**config.mk**
```make
export PLATFORM = sky130hd
export DESIGN_NAME = touch_swipe_tracker
export DESIGN_NICKNAME = d
export VERILOG_FILES = /design/src/sv/tst_pkg.sv /design/src/sv/tst_event_unit.sv /design/src/sv/tst_rsp_buf.sv /design/src/sv/touch_swipe_tracker.sv
export SDC_FILE = /design/constraint.sdc
export NUM_CORES = 1
export LEC_CHECK = 0
export ABC_AREA = 0
export BUFFER_PORTS_ARGS = -buffer_cell sky130_fd_sc_hd__buf_2
export CAP_MARGIN = 25
export CORE_MARGIN = 1.5
export CORE_UTILIZATION = 30
export DETAILED_ROUTE_END_ITERATION = 12
export GPL_TIMING_DRIVEN = 0
export HOLD_SLACK_MARGIN = 0.15
export PLACE_DENSITY = 0.59
export SYNTH_ARGS = -nofsm -noshare
export SYNTH_HDL_FRONTEND = slang
export SYNTH_SLANG_ARGS = --single-unit
export TNS_END_PERCENT = 1
```
**constraint.sdc**
```tcl
create_clock -name clock -period 3.7 [get_ports clock]
set_clock_uncertainty 0.1 [all_clocks]
set_input_delay 0.925 -clock clock [delete_from_list [all_inputs] [get_ports clock]]
set_output_delay 0.925 -clock clock [all_outputs]
set_load 0.005 [all_outputs]
```
**src/sv/tst_pkg.sv**
```systemverilog
// Shared types and constants for the touch swipe tracker.
// No dependencies; used by every module of the block and by its checker.
package tst_pkg;

   localparam int MIN_BITS   = 12;
   localparam int STAMP_BITS = 32;
   localparam logic [MIN_BITS-1:0] MIN_RESET = 12'd28;

   typedef enum logic [1:0] {
      KIND_DOWN  = 2'd0,
      KIND_MOVE  = 2'd1,
      KIND_UP    = 2'd2,
      KIND_SWIPE = 2'd3
   } kind_type;

   typedef enum logic [2:0] {
      DIR_NONE  = 3'd0,
      DIR_LEFT  = 3'd1,
      DIR_RIGHT = 3'd2,
      DIR_UP    = 3'd3,
      DIR_DOWN  = 3'd4
   } dir_type;

   // control part of one result
   typedef struct packed {
      kind_type kind;
      dir_type  dir;
      logic     last;
   } rsp_ctl_type;

endpackage

```
**src/sv/tst_event_unit.sv**
```systemverilog
// Gesture state and event decode for one touch sample.
// Depends on tst_pkg.
module tst_event_unit #(
   parameter int COORD_BITS = 12
) (
   input  logic                          clock,
   input  logic                          reset,
   input  logic                          go,
   input  logic                          smp_pressed,
   input  logic [COORD_BITS-1:0]         smp_x,
   input  logic [COORD_BITS-1:0]         smp_y,
   input  logic [tst_pkg::MIN_BITS-1:0]  min_dist,
   output logic [1:0]                    res_cnt,
   output tst_pkg::rsp_ctl_type          res_ctl0,
   output tst_pkg::rsp_ctl_type          res_ctl1,
   output logic [COORD_BITS-1:0]         res_px,
   output logic [COORD_BITS-1:0]         res_py
);

   localparam int CMP_BITS = (COORD_BITS > tst_pkg::MIN_BITS) ? COORD_BITS : tst_pkg::MIN_BITS;

   logic                  tracking_ff, tracking_in;
   logic [COORD_BITS-1:0] start_x_ff, start_x_in;
   logic [COORD_BITS-1:0] start_y_ff, start_y_in;
   logic [COORD_BITS-1:0] last_x_ff, last_x_in;
   logic [COORD_BITS-1:0] last_y_ff, last_y_in;

   logic [COORD_BITS:0]   dx, dy, adx_w, ady_w;
   logic                  dx_neg, dy_neg;
   logic [CMP_BITS-1:0]   adx_c, ady_c, min_c;
   logic                  swipe_hit;
   tst_pkg::dir_type      swipe_dir;

   // displacement from start to last point
   assign dx     = {1'b0, last_x_ff} - {1'b0, start_x_ff};
   assign dy     = {1'b0, last_y_ff} - {1'b0, start_y_ff};
   assign dx_neg = dx[COORD_BITS];
   assign dy_neg = dy[COORD_BITS];
   assign adx_w  = dx_neg ? (~dx + 1'b1) : dx;
   assign ady_w  = dy_neg ? (~dy + 1'b1) : dy;
   assign adx_c  = CMP_BITS'(adx_w[COORD_BITS-1:0]);
   assign ady_c  = CMP_BITS'(ady_w[COORD_BITS-1:0]);
   assign min_c  = CMP_BITS'(min_dist);

   assign swipe_hit = (adx_c >= min_c) || (ady_c >= min_c);

   // horizontal wins ties
   always_comb begin
      if (adx_c >= ady_c) begin
         swipe_dir = dx_neg ? tst_pkg::DIR_LEFT : tst_pkg::DIR_RIGHT;
      end else begin
         swipe_dir = dy_neg ? tst_pkg::DIR_UP : tst_pkg::DIR_DOWN;
      end
   end

   always_comb begin
      res_cnt       = 2'd0;
      res_ctl0.kind = tst_pkg::KIND_DOWN;
      res_ctl0.dir  = tst_pkg::DIR_NONE;
      res_ctl0.last = 1'b1;
      res_ctl1.kind = tst_pkg::KIND_SWIPE;
      res_ctl1.dir  = swipe_dir;
      res_ctl1.last = 1'b1;
      res_px        = smp_x;
      res_py        = smp_y;
      tracking_in   = tracking_ff;
      start_x_in    = start_x_ff;
      start_y_in    = start_y_ff;
      last_x_in     = last_x_ff;
      last_y_in     = last_y_ff;
      if (smp_pressed) begin
         if (!tracking_ff) begin
            res_cnt     = 2'd1;
            tracking_in = 1'b1;
            start_x_in  = smp_x;
            start_y_in  = smp_y;
         end else if ((smp_x != last_x_ff) || (smp_y != last_y_ff)) begin
            res_cnt       = 2'd1;
            res_ctl0.kind = tst_pkg::KIND_MOVE;
         end
         last_x_in = smp_x;
         last_y_in = smp_y;
      end else if (tracking_ff) begin
         res_ctl0.kind = tst_pkg::KIND_UP;
         res_px        = last_x_ff;
         res_py        = last_y_ff;
         tracking_in   = 1'b0;
         if (swipe_hit) begin
            res_cnt       = 2'd2;
            res_ctl0.last = 1'b0;
         end else begin
            res_cnt = 2'd1;
         end
      end
   end

   always_ff @(posedge clock) begin
      if (reset) begin
         tracking_ff <= 1'b0;
         start_x_ff  <= '0;
         start_y_ff  <= '0;
         last_x_ff   <= '0;
         last_y_ff   <= '0;
      end else if (go) begin
         tracking_ff <= tracking_in;
         start_x_ff  <= start_x_in;
         start_y_ff  <= start_y_in;
         last_x_ff   <= last_x_in;
         last_y_ff   <= last_y_in;
      end
   end

endmodule

```
**src/sv/tst_rsp_buf.sv**
```systemverilog
// Result buffer: holds the one or two results of a sample and presents them in turn.
// Depends on tst_pkg.
module tst_rsp_buf #(
   parameter int COORD_BITS = 12
) (
   input  logic                            clock,
   input  logic                            reset,
   input  logic                            load,
   input  logic [1:0]                      load_cnt,
   input  tst_pkg::rsp_ctl_type            load_ctl0,
   input  tst_pkg::rsp_ctl_type            load_ctl1,
   input  logic [COORD_BITS-1:0]           load_px,
   input  logic [COORD_BITS-1:0]           load_py,
   input  logic [tst_pkg::STAMP_BITS-1:0]  load_stamp,
   output logic                            can_load,
   output logic                            rsp_valid,
   input  logic                            rsp_stall,
   output logic [1:0]                      rsp_event_kind,
   output logic [2:0]                      rsp_direction,
   output logic [COORD_BITS-1:0]           rsp_point_x,
   output logic [COORD_BITS-1:0]           rsp_point_y,
   output logic [tst_pkg::STAMP_BITS-1:0]  rsp_stamp_ms,
   output logic                            rsp_last_of_run
);

   logic [1:0]                     cnt_ff;
   tst_pkg::rsp_ctl_type           ctl0_ff, ctl1_ff;
   logic [COORD_BITS-1:0]          px_ff, py_ff;
   logic [tst_pkg::STAMP_BITS-1:0] stamp_ff;
   logic                           take;

   assign take     = rsp_valid && !rsp_stall;
   assign can_load = (cnt_ff == 2'd0) || ((cnt_ff == 2'd1) && take);

   // both results of a sample share point and stamp
   always_ff @(posedge clock) begin
      if (reset) begin
         cnt_ff <= 2'd0;
      end else if (load) begin
         cnt_ff <= load_cnt;
      end else if (take) begin
         cnt_ff <= cnt_ff - 2'd1;
      end
   end

   always_ff @(posedge clock) begin
      if (load) begin
         ctl0_ff  <= load_ctl0;
         ctl1_ff  <= load_ctl1;
         px_ff    <= load_px;
         py_ff    <= load_py;
         stamp_ff <= load_stamp;
      end else if (take) begin
         ctl0_ff <= ctl1_ff;
      end
   end

   assign rsp_valid       = (cnt_ff != 2'd0);
   assign rsp_event_kind  = ctl0_ff.kind;
   assign rsp_direction   = ctl0_ff.dir;
   assign rsp_last_of_run = ctl0_ff.last;
   assign rsp_point_x     = px_ff;
   assign rsp_point_y     = py_ff;
   assign rsp_stamp_ms    = stamp_ff;

endmodule

```
**src/sv/touch_swipe_tracker.sv**
```systemverilog
// Touch swipe tracker, top level. A transferred sample is held in the sample register and
// is decoded into the result register once the result buffer can take its results.
// Throughput: one sample per cycle while the receiver does not stall; a release that gives
// an up and a swipe stalls the next sample while the result buffer hands out the up. Reset is
// synchronous, active high: not tracking, start and last points zero,
// swipe_min_distance 28, no result pending. Depends on tst_pkg, tst_event_unit, tst_rsp_buf.
module touch_swipe_tracker #(
   parameter int COORD_BITS = 12
) (
   input  logic                            clock,
   input  logic                            reset,
   // sample channel
   input  logic                            req_valid,
   output logic                            req_stall,
   input  logic                            req_pressed,
   input  logic [COORD_BITS-1:0]           req_touch_x,
   input  logic [COORD_BITS-1:0]           req_touch_y,
   input  logic [tst_pkg::STAMP_BITS-1:0]  req_time_ms,
   // result channel
   output logic                            rsp_valid,
   input  logic                            rsp_stall,
   output logic [1:0]                      rsp_event_kind,
   output logic [2:0]                      rsp_direction,
   output logic [COORD_BITS-1:0]           rsp_point_x,
   output logic [COORD_BITS-1:0]           rsp_point_y,
   output logic [tst_pkg::STAMP_BITS-1:0]  rsp_stamp_ms,
   output logic                            rsp_last_of_run,
   // swipe_min_distance write
   input  logic                            csr_valid,
   output logic                            csr_ready,
   input  logic [tst_pkg::MIN_BITS-1:0]    csr_wdata
);

   // sample register
   logic                           smp_vld_ff;
   logic                           smp_pressed_ff;
   logic [COORD_BITS-1:0]          smp_x_ff, smp_y_ff;
   logic [tst_pkg::STAMP_BITS-1:0] smp_t_ff;

   logic [tst_pkg::MIN_BITS-1:0]   min_dist_ff;

   logic                           go;
   logic                           can_load;
   logic [1:0]                     res_cnt;
   tst_pkg::rsp_ctl_type           res_ctl0, res_ctl1;
   logic [COORD_BITS-1:0]          res_px, res_py;

   // The held sample is decoded as soon as the result buffer can take its results.
   // A sample that gives no result still advances the state and frees the register.
   assign go        = smp_vld_ff && can_load;
   assign req_stall = smp_vld_ff && !go;

   // Configuration writes are always taken.
   assign csr_ready = 1'b1;

   always_ff @(posedge clock) begin
      if (reset) begin
         min_dist_ff <= tst_pkg::MIN_RESET;
      end else if (csr_valid) begin
         min_dist_ff <= csr_wdata;
      end
   end

   // Hold the sample until decoded; load a new one on each transfer.
   always_ff @(posedge clock) begin
      if (reset) begin
         smp_vld_ff <= 1'b0;
      end else if (req_valid && !req_stall) begin
         smp_vld_ff <= 1'b1;
      end else if (go) begin
         smp_vld_ff <= 1'b0;
      end
   end

   always_ff @(posedge clock) begin
      if (req_valid && !req_stall) begin
         smp_pressed_ff <= req_pressed;
         smp_x_ff       <= req_touch_x;
         smp_y_ff       <= req_touch_y;
         smp_t_ff       <= req_time_ms;
      end
   end

   // Tracking state, down/move/up decode and the swipe test.
   tst_event_unit #(
      .COORD_BITS (COORD_BITS)
   ) u_event (
      .clock       (clock),
      .reset       (reset),
      .go          (go),
      .smp_pressed (smp_pressed_ff),
      .smp_x       (smp_x_ff),
      .smp_y       (smp_y_ff),
      .min_dist    (min_dist_ff),
      .res_cnt     (res_cnt),
      .res_ctl0    (res_ctl0),
      .res_ctl1    (res_ctl1),
      .res_px      (res_px),
      .res_py      (res_py)
   );

   // Result register: up to two results per sample, handed out one per transfer.
   tst_rsp_buf #(
      .COORD_BITS (COORD_BITS)
   ) u_rsp (
      .clock           (clock),
      .reset           (reset),
      .load            (go),
      .load_cnt        (res_cnt),
      .load_ctl0       (res_ctl0),
      .load_ctl1       (res_ctl1),
      .load_px         (res_px),
      .load_py         (res_py),
      .load_stamp      (smp_t_ff),
      .can_load        (can_load),
      .rsp_valid       (rsp_valid),
      .rsp_stall       (rsp_stall),
      .rsp_event_kind  (rsp_event_kind),
      .rsp_direction   (rsp_direction),
      .rsp_point_x     (rsp_point_x),
      .rsp_point_y     (rsp_point_y),
      .rsp_stamp_ms    (rsp_stamp_ms),
      .rsp_last_of_run (rsp_last_of_run)
   );

endmodule

```
# Word level (Yosys, flattened, before mapping)
# Index checks and enable logic that the tools add are counted.
# op_classes
add_sub_neg	5
multipliers	0
n_div	0
order_cmp	3
n_eq_ne	3
shifts	0
n_mux	27
n_bitwise	3
n_reduce_logical	17
# ops
op	count
$mux 12	6
$ge 12x12->1	3
$sub 12x12->13	2
$add 12x1->12 const B	2
$ne 12x12->1	2
$not 12->12	2
$mux 2	10
$mux 6	2
$mux 1	7
$mux 3	2
$reduce_bool 2->1	3
$logic_and 1x1->1	5
$logic_not 1->1	3
$logic_or 1x1->1	3
$reduce_and 3->1	1
$eq 2x1->1 const B	1
$logic_not 2->1	1
$reduce_and 2->1	1
$sub 2x1->2 const B	1
$not 1->1	1
# word_totals
regBits	186
latchBits	0
mem_bits_rw	0
romBits	0
wordCells	77
memories	0

# Depth between registers and ports, before layout
# depth
word_depth	10
mapped_depth	20
depth_no_buf	19

# Hierarchy
# From an unflattened synthesis, not the netlist that was laid out.
# unflattened
cells_unflattened	832
area_unflattened_um2	9328.9
# modules_own_cells
module	instances	cells_each	area_per_inst_um2	seq_area_each_um2
tst_event_unit	1	635	4848.4	980.9
tst_rsp_buf	1	94	2263.4	2082.0
touch_swipe_tracker	1	103	2217.1	1971.9

# Worst setup path before layout
# Ideal clock, no wire load.
# synth_timing
path_type	register to register
start	reg u_event.last_x_ff[0]
end	reg u_rsp.ctl1_ff[1] (netlist bit), data pin
setup_ps	275
arrival_time_ps	3712
required_time_ps	3325
path_slack_ps	-387
path_stages_with_launch	18
period_less_slack_ps	4087
cell_sequence	dfxtp_1 -> inv_1 -> ha_1 -> inv_1 -> fa_1 -> a211oi_2 -> nor3_2 -> o22ai_1 -> o21bai_1 -> a21oi_1 -> mux2_2 -> ha_1 -> a21o_1 -> a21o_1 -> a21oi_1 -> o21ai_0 -> a221oi_1 -> mux2i_1
# synth_lines
item	line_no	rtl
from (decl)	tst_event_unit.sv:25	logic [COORD_BITS-1:0] last_x_ff, last_x_in;
from (signal assigned)	tst_event_unit.sv:108	last_x_ff <= last_x_in;
to (signal assigned)	tst_rsp_buf.sv:49	ctl1_ff <= load_ctl1;
to (decl)	tst_rsp_buf.sv:27	tst_pkg::rsp_ctl_type ctl0_ff, ctl1_ff;

==> flow_summary.json <==
{
  "p_int_uw": 6400,
  "synth.top_cell.area_share_pct": 38.1,
  "grt_pass1_vias": 6731,
  "top_layer": "met4",
  "synthArstFlopShare_pct": 0,
  "drive_gt1_share_pct": 26.6,
  "power.density_nw_per_um2": 899,
  "yosysUniqueCellTypes": 73,
  "ys.flop_type": "edfxtp_1",
  "routed_wl_mm": 22.6,
  "tightest_slew_ns": 0.736,
  "wl_met3_mm": 1.48,
  "start_util_pct": 30.6,
  "worst_slack_ns": -0.240,
  "antenna_cells": 0,
  "grt_use_total_pct": 13.9,
  "cellLeakagePower_uw": 0.00474,
  "synthesis.nets": 1038,
  "via_count": 6841,
  "crit_type": "reg -> reg",
  "ant_nets": 0,
  "min_from": "smp_t_ff[28]$_DFFE_PP_",
  "crit_fanout": 3,
  "setup_viol": 6,
  "layout.cells.non_filler": 1483,
  "place_congestion": 0.879,
  "overflow": 0,
  "clockBufferDepth": 2,
  "p_seq_share_pct": 26.1,
  "ys_ff_latch": 186,
  "peakVddDrop_v": 0.000500,
  "wl_met2_mm": 9.95,
  "ys_top_cells_by_area": "edfxtp_1 38%, dfxtp_1 14%, ha_1 8.5%",
  "synth.yosys.seq_area_share_pct": 52.4,
  "clock-root-buffer": "clkbuf_16",
  "syn_area_um2": 9380,
  "die_w_um": 180,
  "arrival_ns": 4.11,
  "tns_ns": -1.25,
  "placedCellCount": 1431,
  "clk_latency_ns": 0.43,
  "fin_crit_sh_pct": 106,
  "dp_hpwl_mm": 17.1,
  "switching_share_pct": 39.5,
  "slew_headroom_pct": 50.8,
  "final_hold_viol_count": 0,
  "r2r-end": "u_rsp.ctl1_ff[2]$_DFFE_PP_",
  "p_switching_uw": 4180,
  "outcome": "finished with violations",
  "finalNetCount": 1214,
  "syn_inst": 898,
  "avgSynthCellArea_um2": 10.4,
  "maxSlewViolCount": 0,
  "antenna_found_initial": 0,
  "synth_edf_count": 119,
  "yosys.area.top_type": "edfxtp_1",
  "synth.most_common_cell": "nand2_1",
  "post-route-min-period_ns": 3.94,
  "rows": 64,
  "synth_commonest_cells": "188 x nand2_1, 119 x edfxtp_1, 77 x a21oi_1",
  "setup.worst_path.end": "u_rsp.ctl1_ff[2]$_DFFE_PP_",
  "core_um2": 30700,
  "cts_buffers": 17,
  "crit_required_ns": 3.87,
  "worstRegToRegCells": 17,
  "die_h_um": 180,
  "routedWlPerCell_um": 15.2,
  "clkSlewWorstSetupHoldPaths_ns": 0.08,
  "io_buffers": 135,
  "dr.pass1.iters": 5,
  "route.detailed.drc": 0,
  "critPathLaunch": "u_event.last_x_ff[0]$_SDFFE_PP0P_",
  "detail_route.iter0.violations": 411,
  "clockPowerShare_pct": 17.7,
  "place_worst_setup_slack_ns": -0.767,
  "cts_tree": "built",
  "cts_num_sinks": 186,
  "grt_max_degree": 41,
  "die_area_um2": 32300,
  "via_per_inst": 4.61,
  "cts_max_level": 4,
  "critical_path.startpoint_type": "flip-flop",
  "wl_met1_mm": 10.6,
  "grt_first_pass_wirelength_mm": 35.7,
  "rrSetupSlack_ns": -0.24,
  "r2r_start": "u_event.last_x_ff[0]$_SDFFE_PP0P_",
  "ios": 139,
  "fmax_mhz": 254,
  "p_comb_share_pct": 56.2,
  "max-cap-violations": 0,
  "holdCritPathClass": "reg -> reg",
  "syn2layout_area_growth_pct": 25.6,
  "end_kind": "flip-flop",
  "failed_checks": "negative setup slack",
  "rsz0062_at_grt": "yes",
  "yosys_warnings": 0
}
-- sequential cells by signal, indices dropped and copies added, names as in the netlist, 12 cells and up --
register,cells
min_dist_ff,12
smp_t_ff,32
smp_x_ff,12
smp_y_ff,12
u_event.last_x_ff,12
u_event.last_y_ff,12
u_event.start_x_ff,12
u_event.start_y_ff,12
u_rsp.rsp_point_x,12
u_rsp.rsp_point_y,12
u_rsp.rsp_stamp_ms,32
-- final cells by class --
| type | count | area, um2 |
|---|---|---|
| well taps | 396 | 495 |
| fillers | 3035 | 18900 |
| flip-flops and latches | 186 | 4920 |
| inverters | 54 | 206 |
| clock buffers | 18 | 429 |
| multi-input cells | 624 | 4540 |
| clock inverters | 14 | 168 |
| repair buffers | 160 | 888 |
| plain buffers | 31 | 125 |
-- power groups by stage --
stage	logic [uW]	registers (uW)	clock network (uW)
global route	6580	2800	1990
floorplan	3540	2790	0
CTS	5450	2760	1910
detailed placement	4710	2810	0
global placement	4580	2810	0
finish	5940	2760	1880
-- how the worst min path moves through the flow --
stage,slack [ns],depth (start not counted),endpoint
finish,0.32,0,u_rsp.rsp_stamp_ms[28]$_DFFE_PP_
global route,0.32,0,u_rsp.rsp_stamp_ms[28]$_DFFE_PP_
CTS,0.31,0,u_rsp.rsp_stamp_ms[28]$_DFFE_PP_
detailed placement,0.30,0,u_rsp.rsp_stamp_ms[0]$_DFFE_PP_
global placement,0.30,0,u_rsp.rsp_stamp_ms[20]$_DFFE_PP_
floorplan,0.30,0,u_rsp.rsp_stamp_ms[0]$_DFFE_PP_
-- stage by stage --
stage | util (%) | power [uW] | hold slack, ns | instance area [um2]
after floorplan | - | 6340 | 0.300 | 9400
after global placement | 34.5 | 7400 | 0.300 | 10600
after detailed placement | 34.6 | 7520 | 0.305 | 10600
after CTS | 37.7 | 10100 | 0.314 | 11600
after global routing | 38.4 | 11400 | 0.322 | 11800
final | 38.4 | 10600 | 0.318 | 11800
-- kinds of logic (layout without fill, tap and decap cells) --
kind of cell / after synthesis / after routing / synth area share, %
and+or+nand+nor: 306 / 306 / 14.7
DFF: 186 / 186 / 52.4
AOI/OAI and AO/OA: 168 / 168 / 12.2
buffers and inverters: 88 / 277 / 3.62
adders and majority gates: 66 / 66 / 8.97
xor gates and xnor gates: 65 / 65 / 6.15
muxes: 18 / 18 / 1.93
other: 1 / 1 / 0.0400
-- what timing repair did --
action / in CTS / in global routing
buffers inserted: 18 / 6
pin swaps: 32 / 30
gates cloned: 0 / 0
resized for setup: 49 / 42
hold buffers: 0 / 0
endpoints found under the setup margin: 6 / 6
-- worst max-delay path, stage by stage (launching register included) --
cell,delay [ns]
dfxtp_2,0.33
inv_2,0.07
ha_4,0.13
inv_2,0.03
fa_2,0.36
a211oi_4,0.30
buf_4,0.19
nor4b_2,0.05
nor4_2,0.31
and2_4,0.21
nand4_1,0.13
o31ai_2,0.34
xnor2_2,0.19
ha_1,0.29
and4_1,0.16
a221oi_2,0.20
buf_4,0.18
mux2i_2,0.22
-- per-layer routing --
layer,GRT usage [%],up-vias
li1,-,3491
met1,18.1,3139
met2,21.8,181
met3,4.25,30
met4,4.90,0
met5,0,-
-- cell usage in the layout, fill, tap and decap left out, drive strengths merged, types with 3 or more instances in the layout --
master   instances
o21a             7
a21o            19
nand4           12
nand3           10
ha              64
nor2            38
xor2            23
nor2b            7
dfxtp           67
a21oi           79
mux2i           17
nor3             6
clkinv           4
inv             63
and3             5
xnor2           42
buf            164
a22o             3
clkbuf          45
nand2          189
a2111oi          4
o21ai           22
nand2b          12
o211ai           5
nor4             4
a31oi            4
o2111a           3
edfxtp         119
and2             7
a211oi           5
No activity file was read; power rests on OpenSTA's default activity.
